[src/hdl/cdfw_pkg.sv]
// Shared constants and request codes for the character display frame writer.
package cdfw_pkg;

  // Default display geometry.
  localparam int DEF_LINES      = 2;
  localparam int DEF_LINE_CHARS = 16;

  // Field widths.
  localparam int FUNC_W  = 4;
  localparam int CHAR_W  = 8;
  localparam int POS_W   = 5;
  localparam int ADDR_W  = 7;
  localparam int NUM_W   = 32;
  localparam int FRAME_W = 10;

  // Decimal conversion: ten BCD digits cover a 32-bit value.
  localparam int BCD_DIGITS = 10;
  localparam int BCD_W      = 4 * BCD_DIGITS;
  localparam int DCNT_W     = $clog2(BCD_DIGITS + 1);

  // Request codes.
  localparam logic [FUNC_W-1:0] FUNC_PUT_CURSOR = 4'd0;
  localparam logic [FUNC_W-1:0] FUNC_PUT_POS    = 4'd1;
  localparam logic [FUNC_W-1:0] FUNC_SET_ADDR   = 4'd2;
  localparam logic [FUNC_W-1:0] FUNC_DECIMAL    = 4'd3;
  localparam logic [FUNC_W-1:0] FUNC_DISP_CTL   = 4'd4;
  localparam logic [FUNC_W-1:0] FUNC_ENTRY      = 4'd5;
  localparam logic [FUNC_W-1:0] FUNC_SHIFT      = 4'd6;
  localparam logic [FUNC_W-1:0] FUNC_CLEAR      = 4'd7;
  localparam logic [FUNC_W-1:0] FUNC_HOME       = 4'd8;

  // Command bytes.
  localparam logic [CHAR_W-1:0] CMD_SET_ADDR = 8'h80;
  localparam logic [CHAR_W-1:0] CMD_DISP_CTL = 8'h08;
  localparam logic [CHAR_W-1:0] CMD_ENTRY    = 8'h04;
  localparam logic [CHAR_W-1:0] CMD_SHIFT    = 8'h10;
  localparam logic [CHAR_W-1:0] CMD_CLEAR    = 8'h01;
  localparam logic [CHAR_W-1:0] CMD_HOME     = 8'h02;

  // Address map of the display memory.
  localparam logic [ADDR_W-1:0] LINE2_BASE     = 7'h40;
  localparam logic [ADDR_W-1:0] LINE1_LAST     = 7'h0F;
  localparam logic [ADDR_W-1:0] LINE2_LAST     = 7'h4F;

  // ASCII code of the digit zero, upper nibble.
  localparam logic [3:0] DIGIT_HI = 4'h3;

  // Frame type marks in bits 9..8.
  localparam logic [1:0] FRAME_CMD  = 2'b00;
  localparam logic [1:0] FRAME_DATA = 2'b10;

endpackage

[src/hdl/cdfw_bcd.sv]
// Bit-serial binary to BCD converter, one input bit per cycle.
module cdfw_bcd import cdfw_pkg::*; (
  input  logic             clk,
  input  logic             rst,
  input  logic             start,
  input  logic [NUM_W-1:0] value,
  output logic             done,
  output logic [BCD_W-1:0] digits
);

  localparam int CNT_W = $clog2(NUM_W);

  logic [NUM_W-1:0] bin;
  logic [BCD_W-1:0] bcd;
  logic [BCD_W-1:0] adj;
  logic [CNT_W-1:0] cnt;
  logic             busy;

  // Add three to every digit of five or more before the next shift.
  always_comb begin
    for (int i = 0; i < BCD_DIGITS; i++) begin
      if (bcd[4*i +: 4] >= 4'd5) begin
        adj[4*i +: 4] = bcd[4*i +: 4] + 4'd3;
      end else begin
        adj[4*i +: 4] = bcd[4*i +: 4];
      end
    end
  end

  // Control: a busy flag and the bit counter.
  always_ff @(posedge clk) begin
    if (rst) begin
      busy <= 1'b0;
      done <= 1'b0;
      cnt  <= '0;
    end else begin
      done <= busy && (cnt == CNT_W'(NUM_W - 1));
      if (start) begin
        busy <= 1'b1;
        cnt  <= '0;
      end else if (busy) begin
        cnt <= cnt + CNT_W'(1);
        if (cnt == CNT_W'(NUM_W - 1)) begin
          busy <= 1'b0;
        end
      end
    end
  end

  // Shift the binary value into the digit register, most significant bit first.
  always_ff @(posedge clk) begin
    if (start) begin
      bin <= value;
      bcd <= '0;
    end else if (busy) begin
      bin <= {bin[NUM_W-2:0], 1'b0};
      bcd <= {adj[BCD_W-2:0], bin[NUM_W-1]};
    end
  end

  assign digits = bcd;

endmodule

[src/hdl/char_display_frame_writer.sv]
// Top level of the character display frame writer: request sequencer and output register.
//
//   channel | handshake          | words
//   --------+--------------------+--------------------------------------------------
//   in      | in_valid, in_stall | func, char_code, position, ddram_address, number,
//           |                    | flag_a, flag_b, flag_c
//   out     | out_valid,out_stall| frame, last
//
// A command request goes through S_ONE, which loads its frame once the output can take it;
// then the sequencer returns to idle for the next request. A set-address request outside
// both line ranges is dropped. A put request gives two frames, an address command and a
// data word; a put to a position past the last cell gives none. A decimal request waits in
// S_CONV for the bit-serial converter, drops each leading zero digit in S_SKIP (the last
// digit always stays), then per digit goes through S_SKIP (digit load), S_ADDR (address
// frame) and S_DATA (data frame). Reset clears the cursor, the sequencer and out_valid.
// An output stall holds the sequencer in frame states; in_stall is high while it works.
module char_display_frame_writer import cdfw_pkg::*; #(
  parameter int LINES      = DEF_LINES,
  parameter int LINE_CHARS = DEF_LINE_CHARS
) (
  input  logic                clk,
  input  logic                rst,
  input  logic                in_valid,
  output logic                in_stall,
  input  logic [FUNC_W-1:0]   func,
  input  logic [CHAR_W-1:0]   char_code,
  input  logic [POS_W-1:0]    position,
  input  logic [ADDR_W-1:0]   ddram_address,
  input  logic [NUM_W-1:0]    number,
  input  logic                flag_a,
  input  logic                flag_b,
  input  logic                flag_c,
  output logic                out_valid,
  input  logic                out_stall,
  output logic [FRAME_W-1:0]  frame,
  output logic                last
);

  localparam int CELLS  = LINES * LINE_CHARS;
  localparam int CELL_W = $clog2(CELLS);

  // Sequencer states.
  localparam logic [2:0] S_IDLE = 3'd0;
  localparam logic [2:0] S_CONV = 3'd1;
  localparam logic [2:0] S_SKIP = 3'd2;
  localparam logic [2:0] S_ADDR = 3'd3;
  localparam logic [2:0] S_DATA = 3'd4;
  localparam logic [2:0] S_ONE  = 3'd5;

  logic [2:0]        state;
  logic [CELL_W-1:0] cursor;
  logic [CELL_W-1:0] cursor_next;
  logic [CELL_W-1:0] cell_idx;
  logic [CHAR_W-1:0] ch;
  logic [CHAR_W-1:0] cmd;
  logic [BCD_W-1:0]  digits;
  logic [DCNT_W-1:0] dcnt;
  logic              leading;
  logic              digit_mode;
  logic              adv_cursor;
  logic              in_accept;
  logic              emit_ok;
  logic              load;
  logic              bcd_done;
  logic [BCD_W-1:0]  bcd_digits;
  logic [ADDR_W-1:0] cell_addr;
  logic              addr_bad;
  logic              pos_ok;

  assign in_stall  = (state != S_IDLE);
  assign in_accept = in_valid && !in_stall;
  assign emit_ok   = !out_valid || !out_stall;

  // Decimal converter.
  cdfw_bcd u_bcd (
    .clk    (clk),
    .rst    (rst),
    .start  (in_accept && (func == FUNC_DECIMAL)),
    .value  (number),
    .done   (bcd_done),
    .digits (bcd_digits)
  );

  // Line mapping of a cell index to a display address.
  always_comb begin
    if (ADDR_W'(cell_idx) < ADDR_W'(LINE_CHARS)) begin
      cell_addr = ADDR_W'(cell_idx);
    end else begin
      cell_addr = ADDR_W'(cell_idx) + LINE2_BASE - ADDR_W'(LINE_CHARS);
    end
  end

  // Request checks and cursor advance with wrap after the last cell.
  assign addr_bad = ((ddram_address > LINE1_LAST) && (ddram_address < LINE2_BASE)) ||
                    (ddram_address > LINE2_LAST);
  assign pos_ok   = ADDR_W'(position) < ADDR_W'(CELLS);
  assign cursor_next = (ADDR_W'(cursor) + ADDR_W'(1) >= ADDR_W'(CELLS)) ?
                       '0 : cursor + CELL_W'(1);

  assign load = emit_ok && ((state == S_ADDR) || (state == S_DATA) || (state == S_ONE));

  // Sequencer control state.
  always_ff @(posedge clk) begin
    if (rst) begin
      state      <= S_IDLE;
      cursor     <= '0;
      digit_mode <= 1'b0;
    end else begin
      unique case (state)
        S_IDLE: begin
          if (in_accept) begin
            digit_mode <= (func == FUNC_DECIMAL);
            unique case (func)
              FUNC_PUT_CURSOR: state <= S_ADDR;
              FUNC_PUT_POS:    state <= pos_ok ? S_ADDR : S_IDLE;
              FUNC_SET_ADDR:   state <= addr_bad ? S_IDLE : S_ONE;
              FUNC_DECIMAL:    state <= S_CONV;
              FUNC_DISP_CTL, FUNC_ENTRY, FUNC_SHIFT, FUNC_CLEAR, FUNC_HOME: state <= S_ONE;
              default: state <= S_IDLE;
            endcase
          end
        end
        S_CONV: begin
          if (bcd_done) begin
            state <= S_SKIP;
          end
        end
        S_SKIP: begin
          if (!(leading && (digits[BCD_W-1 -: 4] == 4'd0) && (dcnt > DCNT_W'(1)))) begin
            state <= S_ADDR;
          end
        end
        S_ADDR: begin
          if (emit_ok) begin
            state <= S_DATA;
          end
        end
        S_DATA: begin
          if (emit_ok) begin
            if (adv_cursor) begin
              cursor <= cursor_next;
            end
            if (digit_mode && (dcnt > DCNT_W'(1))) begin
              state <= S_SKIP;
            end else begin
              state      <= S_IDLE;
              digit_mode <= 1'b0;
            end
          end
        end
        S_ONE: begin
          if (emit_ok) begin
            state <= S_IDLE;
          end
        end
        default: state <= S_IDLE;
      endcase
    end
  end

  // Working registers of the current request.
  always_ff @(posedge clk) begin
    priority if (in_accept) begin
      cell_idx   <= (func == FUNC_PUT_POS) ? CELL_W'(position) : cursor;
      ch         <= char_code;
      adv_cursor <= (func == FUNC_PUT_CURSOR) || (func == FUNC_DECIMAL);
      unique case (func)
        FUNC_SET_ADDR: cmd <= CMD_SET_ADDR | {1'b0, ddram_address};
        FUNC_DISP_CTL: cmd <= CMD_DISP_CTL | {5'd0, flag_a, flag_b, flag_c};
        FUNC_ENTRY:    cmd <= CMD_ENTRY | {6'd0, flag_a, flag_b};
        FUNC_SHIFT:    cmd <= CMD_SHIFT | {4'd0, flag_a, flag_b, 2'b00};
        FUNC_CLEAR:    cmd <= CMD_CLEAR;
        FUNC_HOME:     cmd <= CMD_HOME;
        default:       cmd <= '0;
      endcase
    end else if ((state == S_CONV) && bcd_done) begin
      digits  <= bcd_digits;
      dcnt    <= DCNT_W'(BCD_DIGITS);
      leading <= 1'b1;
    end else if (state == S_SKIP) begin
      if (leading && (digits[BCD_W-1 -: 4] == 4'd0) && (dcnt > DCNT_W'(1))) begin
        digits <= {digits[BCD_W-5:0], 4'd0};
        dcnt   <= dcnt - DCNT_W'(1);
      end else begin
        ch       <= {DIGIT_HI, digits[BCD_W-1 -: 4]};
        cell_idx <= cursor;
        leading  <= 1'b0;
      end
    end else if ((state == S_DATA) && emit_ok && digit_mode) begin
      digits <= {digits[BCD_W-5:0], 4'd0};
      dcnt   <= dcnt - DCNT_W'(1);
    end else begin
      // Nothing to update in this cycle.
    end
  end

  // Output register: valid flag under reset, word fields loaded by the sequencer.
  always_ff @(posedge clk) begin
    if (rst) begin
      out_valid <= 1'b0;
    end else if (load) begin
      out_valid <= 1'b1;
    end else if (!out_stall) begin
      out_valid <= 1'b0;
    end
  end

  always_ff @(posedge clk) begin
    if (load) begin
      unique case (state)
        S_ADDR: begin
          frame <= {FRAME_CMD, CMD_SET_ADDR | {1'b0, cell_addr}};
          last  <= 1'b0;
        end
        S_DATA: begin
          frame <= {FRAME_DATA, ch};
          last  <= !digit_mode || (dcnt == DCNT_W'(1));
        end
        default: begin
          frame <= {FRAME_CMD, cmd};
          last  <= 1'b1;
        end
      endcase
    end
  end

  // The cursor always points at a cell of the display.
  a_cursor_range: assert property (@(posedge clk) disable iff (rst)
    ADDR_W'(cursor) < ADDR_W'(CELLS))
    else $error("cursor beyond last cell");

  // Loading the final word of a command or put request returns the sequencer to idle.
  a_last_idle: assert property (@(posedge clk) disable iff (rst)
    (load && ((state == S_ONE) || ((state == S_DATA) && !digit_mode))) |=> (state == S_IDLE))
    else $error("sequencer busy after final word");

  // While digits are sent, the digit count stays between one and the number of digit slots.
  a_digit_count: assert property (@(posedge clk) disable iff (rst)
    ((state == S_SKIP) || (digit_mode && (state == S_DATA)))
      |-> ((dcnt != '0) && (dcnt <= DCNT_W'(BCD_DIGITS))))
    else $error("digit count out of range");

endmodule

[config.mk]
export PLATFORM = sky130hd
export DESIGN_NAME = char_display_frame_writer
export DESIGN_NICKNAME = d
export VERILOG_FILES = /design/src/hdl/cdfw_pkg.sv /design/src/hdl/cdfw_bcd.sv /design/src/hdl/char_display_frame_writer.sv
export SDC_FILE = /design/constraint.sdc
export NUM_CORES = 1
export LEC_CHECK = 0
export ABC_CLOCK_PERIOD_IN_PS = 4110
export BUFFER_PORTS_ARGS = -buffer_cell sky130_fd_sc_hd__buf_2
export CAP_MARGIN = 40
export CORE_ASPECT_RATIO = 0.6
export CORE_MARGIN = 4
export CORE_UTILIZATION = 54
export CTS_CLUSTER_DIAMETER = 30
export DETAILED_ROUTE_END_ITERATION = 16
export PLACE_DENSITY = 0.77
export SYNTH_ARGS = -nofsm -noshare
export SYNTH_HDL_FRONTEND = slang
export SYNTH_SLANG_ARGS = --single-unit
[constraint.sdc]
create_clock -name clk -period 4.11 [get_ports clk]
set_input_delay 0 -clock clk [delete_from_list [all_inputs] [get_ports clk]]
set_output_delay 0 -clock clk [all_outputs]
set_load 0.01 [all_outputs]
# After elaboration in Yosys (flattened, before gate mapping)
# Cells that the tools add are included.
[word_totals] ff_bits=167 inputBits=63 out_inout_bits=13 elab_cells=171
[op_classes] add_sub_neg=16 order_cmp=16 eq_ne=27 muxes=54 bitwise=1 n_reduce_logical=39
[op_table] op="two-way mux 40 bit" n=4
[op_table] op="two-way mux 32 bit" n=2
[op_table] op="two-way mux 4 bit" n=12
[op_table] op="case mux 8 bit (6 select lines)" n=1
[op_table] op=">= comparator 4 x 3 -> 1 bit (second input constant)" n=10
[op_table] op="adder 4 x 2 -> 4 bit (second input constant)" n=9
[op_table] op="two-way mux 8 bit" n=4
[op_table] op="two-way mux 5 bit" n=6
[op_table] op="two-way mux 3 bit" n=8
[op_table] op="case mux 10 bit (2 select lines)" n=1
[op_table] op="case mux 3 bit (6 select lines)" n=1
[op_table] op="== test 4 x 3 -> 1 bit (second input constant)" n=4
[op_table] op="inequality test 2 bit (second input constant)" n=8
[op_table] op="case mux 3 bit (4 select lines)" n=1
[op_table] op="AND reduction 3 bit" n=4
[op_table] op="logical AND 1 bit" n=11
[op_table] op="adder 5 x 1 -> 5 bit (second input constant)" n=2
[op_table] op="two-way mux 1 bit" n=10
[op_table] op="== test 4 x 1 -> 1 bit (second input constant)" n=2
[op_table] op="== test 4 x 2 -> 1 bit (second input constant)" n=2
[op_table] op="zero test 4 bit" n=2
[op_table] op="nonzero test 2 bit" n=4
[op_table] op="adder 5 x 7 -> 7 bit (second input constant)" n=1
[op_table] op="greater-than comparator 7 x 4 -> 1 bit (second input constant)" n=1
[op_table] op="other kinds (28)" n=43

# Depth between registers and ports, before layout
[depth] ltp_word=7 depth_mapped=8 depth_no_buf=7

# By module
# Synthesis repeated with hierarchy kept, for this count alone.
[hier_totals] hier_cells=720 hier_area_um2=8331.7
[by_module_without_submodules] module="char_display_frame_writer" instances=1 cells_per_inst=319 area_each_um2=4267.8 seq_area_each_um2=2512.4
[by_module_without_submodules] module="cdfw_bcd" instances=1 cells_per_inst=401 area_each_um2=4063.9 seq_area_each_um2=1901.8

# Worst setup path before layout
# No wires, ideal clock.
[synth_timing] path_type="register to register" start="register dcnt[0]" end="register dcnt[0], enable pin" setup_time_ps=445 arrival_ps=3554 t_required_ps=3665 slack_ps=110 path_stages_with_launch=6 path_buffers=0 period_less_slack_ps=4000 path_cell_list="edfxtp_1 ha_1 o21ai_0 a21o_1 o21ai_0 nor2_1"
[synth_via] elab_chain_cells=4
[synth_rtl] element="from (decl)" line="char_display_frame_writer.sv:57" rtl="logic [DCNT_W-1:0] dcnt;"
[synth_rtl] element="from (signal assigned)" line="char_display_frame_writer.sv:178" rtl="dcnt <= DCNT_W'(BCD_DIGITS);"
[synth_rtl] element="from (signal assigned)" line="char_display_frame_writer.sv:183" rtl="dcnt <= dcnt - DCNT_W'(1);"
[synth_rtl] element="from (signal assigned)" line="char_display_frame_writer.sv:191" rtl="dcnt <= dcnt - DCNT_W'(1);"
[synth_rtl] element="greater-than comparator 4 x 1 -> 1 bit" line="char_display_frame_writer.sv:181" rtl="if (leading && (digits[BCD_W-1 -: 4] == 4'd0) && (dcnt > DCNT_W'(1))) begin"
[synth_rtl] element="logical AND 1 bit" line="char_display_frame_writer.sv:181"
[synth_rtl] element="inequality test 3 bit (no line)"
[synth_rtl] element="AND reduction 3 bit (no line)"
# Every way passes these cells.
# A chain may end at the register's enable or synchronous reset.

# Worst setup path in the final report
[layout_timing] start="register state[0]" end="register u_bcd.bin[26], enable pin"
[layout_via] elab_chain_cells=5
[layout_rtl] element="from (decl)" line="char_display_frame_writer.sv:50" rtl="logic [2:0] state;"
[layout_rtl] element="from (signal assigned)" line="char_display_frame_writer.sv:115" rtl="FUNC_PUT_POS: state <= pos_ok ? S_ADDR : S_IDLE;"
[layout_rtl] element="from (signal assigned)" line="char_display_frame_writer.sv:116" rtl="FUNC_SET_ADDR: state <= addr_bad ? S_IDLE : S_ONE;"
[layout_rtl] element="nonzero test 3 bit" line="char_display_frame_writer.sv:70" rtl="assign in_stall = (state != S_IDLE);"
[layout_rtl] element="zero test 1 bit" line="char_display_frame_writer.sv:71" rtl="assign in_accept = in_valid && !in_stall;"
[layout_rtl] element="logical AND 1 bit" line="char_display_frame_writer.sv:71"
[layout_rtl] element="via in_accept" line="char_display_frame_writer.sv:61" rtl="logic in_accept;"
[layout_rtl] element="logical AND 1 bit" line="char_display_frame_writer.sv:78" rtl=".start (in_accept && (func == FUNC_DECIMAL)),"
[layout_rtl] element="nonzero test 2 bit (no line)"
[layout_rtl] element="to (signal assigned)" line="cdfw_bcd.sv:53" rtl="bin <= value;"
[layout_rtl] element="to (signal assigned)" line="cdfw_bcd.sv:56" rtl="bin <= {bin[NUM_W-2:0], 1'b0};"
[layout_rtl] element="to (decl)" line="cdfw_bcd.sv:13" rtl="logic [NUM_W-1:0] bin;"
# The timed path passes the listed nets, and every way through them passes these cells.

==> impl_results.md <==
* Startpoint Class: flop
* Root Driver: clkbuf_16
* Synth Warn # at 0
* Vias at around 5900
* CP Cell Sequence: or3_1 -> nor2_8 -> and4_2 -> or2_1 -> buf_12
* Leak at 3.77 nW
* Die Span Y at about 100 um
* Commonest cells after routing, fill and taps aside: edfxtp_1, nand2_1, buf_2
* Inserted Diodes at 0
* Initial antenna violation count at 0
* Total Routing Usage GR at 0.219
* Critical path's slowest cell: and4_2
* Sink Count at 166
* WP data required at 4.24 ns
* Layout net count at 949
* CTS Buf Count at 17
* Share of cells above drive strength 1 at 0.146
* DP HPWL at about 11 mm
* Detailed-route wire length at between 15 and 20 mm
* Fin Setup TNS at 0 ns
* TritonCTS clock tree: yes
* Final hold slack at 0.0566 ns
* Peak Freq at slightly above 300 MHz
* EDFF count, synth at 109
* Layout area overhead at 21.0%
* Final setup viols at 0
* Syn avg cell area at roughly 11 um^2
* Unrepaired setup endpoints after global routing: no
* Worst-margin pin slew at about 0.8 ns
* Largest net degree at the start of global routing at a little over 60
* Outcome: complete, no violations
* Fill cell total of the finished layout at 1100
* Later-pin clock latency in the skew report at about 0.42 ns
* Yosys reg bits at approximately 170
* DR DRC count at 0
* Async SR Flop Fraction at 0
* Starting Density at 0.549
* Drt initial violations at about 560
* Gp weighted congestion at around 0.90
* Power Density at roughly 650 nW/um^2
* Post-synthesis sequential area ratio at 0.556
* Post-cts sizing count at 0
* Port bufs at between 70 and 80
* Routed len/inst at 16.5 um
* Final ANT Viol Nets at 0
* Max rail drop VDD at approximately 0.32 mV
* Setup CP Type: reg -> reg
* Final Hold Viols at 0
* Global-route wire length before repair at between 20 and 30 mm
* Commonest non-fill, non-tap cell in the layout: edfxtp_1
* Worst path max stage delay at 0.69 ns
* Post-Syn Area at 7940 um^2
* Yosys cell types at slightly above 50
* Min-delay worst type: in -> reg
* Fin. max-slew vios at 0
* Slew HR at 0.465
* Top_reg_cell synth: edfxtp_1
* Top Ports at 76
* Clock Pin Slew Worst Setup and Hold Paths at approximately 0.060 ns
* First-pass iteration count of the detailed router at 5
* Max Cap Viol at 0
* Die area at 16800 um^2
* Nature of the critical path endpoint: flop
* CTS Buffer Depth at 2
* Minimum clock period at approximately 3.3 ns
* Post-Synthesis Cells at between 700 and 800
* Vias in the first global route at between 5000 and 6000
* Worst endpoint data arrival time at ~3.4 ns
* Drt via density at about 5.5
* Chip width at between 150 and 200 um
* Crit path max fanout at 29
* Synthesized Nets at slightly above 800
* Fin crit share at 0.797
* # rows at 34
* GRT overflow at 0
* Area of the core at ~14000 um^2
* Clock H-tree levels at 4
* Worst Skew at 0.0136 ns
[worst max-delay path, delay by kind of cell, from the launching register on]
family | cells | cell delay, ns
buffers and inverters | 1 | 0.25
flip-flops | 1 | 0.53
AND/OR/NAND/NOR | 4 | 2.19
[path summary, 6_finish.rpt]
path                                 start                             to  slack, ns  cells after the start
max                  state[0]$_SDFFE_PP0P_        u_bcd.bin[26]$_DFFE_PP_       0.84                      5
min reg2reg  u_bcd.digits[39]$_SDFFE_PP0P_  u_bcd.digits[39]$_SDFFE_PP0P_       0.48                      2
max reg2reg          state[0]$_SDFFE_PP0P_        u_bcd.bin[26]$_DFFE_PP_       0.84                      5
min                       ddram_address[0]               cmd[0]$_DFFE_PP_       0.06                      5
[what timing repair did]
item,in CTS,in global routing
endpoints found under the hold margin,57,0
hold buffers,57,0
buffers inserted,0,0
[stage by stage]
step / setup slack [ns] / instances / total power, mW / util / instance area (um^2)
3_3_place_gp: 0.989 / 982 / 4.46 / 0.583 / 8430
5_1_grt: 0.573 / 1072 / 6.71 / 0.665 / 9620
2_1_floorplan: 0.110 / 743 / 4.05 / - / 7940
3_5_place_dp: 0.826 / 982 / 4.60 / 0.583 / 8430
4_1_cts: 0.828 / 1071 / 6.28 / 0.664 / 9610
6_report: 0.836 / 1072 / 6.30 / 0.665 / 9620
[registers in the layout, summed over array words and instances, names as in the netlist, 3 cells and up]
| signal | count |
|---|---|
| cell_idx | 5 |
| ch | 8 |
| cmd | 8 |
| cursor | 5 |
| dcnt | 4 |
| digits | 40 |
| frame | 9 |
| state | 3 |
| u_bcd.bin | 32 |
| u_bcd.cnt | 5 |
| u_bcd.digits | 40 |
[Yosys cell counts, types with 2 or more instances]
cell type,instances,area (um^2)
o211ai_1,4,30.0
ha_1,25,313
and3b_1,2,17.5
or2_1,2,12.5
nor4_1,2,12.5
a31oi_1,2,12.5
dfxtp_1,57,1140
clkbuf_1,25,93.8
o21ai_0,53,265
xor2_1,3,26.3
inv_1,27,101
buf_2,5,25.0
mux2_2,10,113
a21o_1,4,30.0
or3_1,3,18.8
o31ai_1,2,15.0
o22ai_1,7,43.8
nand3_1,18,90.1
nand2b_1,22,138
mux2i_1,27,270
buf_6,4,45.0
and2_1,8,50.1
nand4_1,5,31.3
xnor2_1,17,149
nor2b_1,7,43.8
edfxtp_1,109,3270
mux2_1,31,349
a211oi_1,8,60.1
nand3b_1,2,15.0
nor2_1,48,180
a21oi_1,55,275
nand2_1,105,394
buf_1,2,7.51
and3_1,5,31.3
nor3b_1,6,45.0
buf_4,4,30.0
nor3_1,12,60.1
a311oi_1,2,17.5
[cell type report]
type                            instances  area [um^2]  area share
Clock buffer                           20          458      0.0476
Clock inverter                         12          151      0.0157
Inverter                               28          105      0.0109
Multi-Input combinational cell        508         3220       0.335
Sequential cell                       166         4420       0.459
Tap cell                              198          248      0.0258
Timing Repair Buffer                  140         1020       0.106
[cell families after synthesis]
kind of cell	synth area share
AOI/OAI and AO/OA	0.101
xor gates and xnor gates	0.0221
adders and majority gates	0.0394
buffers and inverters	0.0405
DFF	0.556
muxes	0.0921
other	0.000472
and+or+nand+nor	0.149
[power breakdown]
| part | switching [mW] | internal (mW) | leakage (nW) | total [mW] |
|---|---|---|---|---|
| Clock | 0.652 | 0.993 | 0.297 | 1.64 |
| Combinational | 1.07 | 0.779 | 2.00 | 1.85 |
| Sequential | 0.425 | 2.38 | 1.48 | 2.80 |
| Total | 2.14 | 4.15 | 3.77 | 6.30 |
[metal layers]
metal,wire (um),vias to the layer above,GRT usage
met5,0,-,0
met4,158,0,0.0562
met3,1210,17,0.0576
met2,8340,186,0.346
met1,7930,2831,0.306
li1,-,2860,-
No activity file was read; power rests on OpenSTA's default activity.
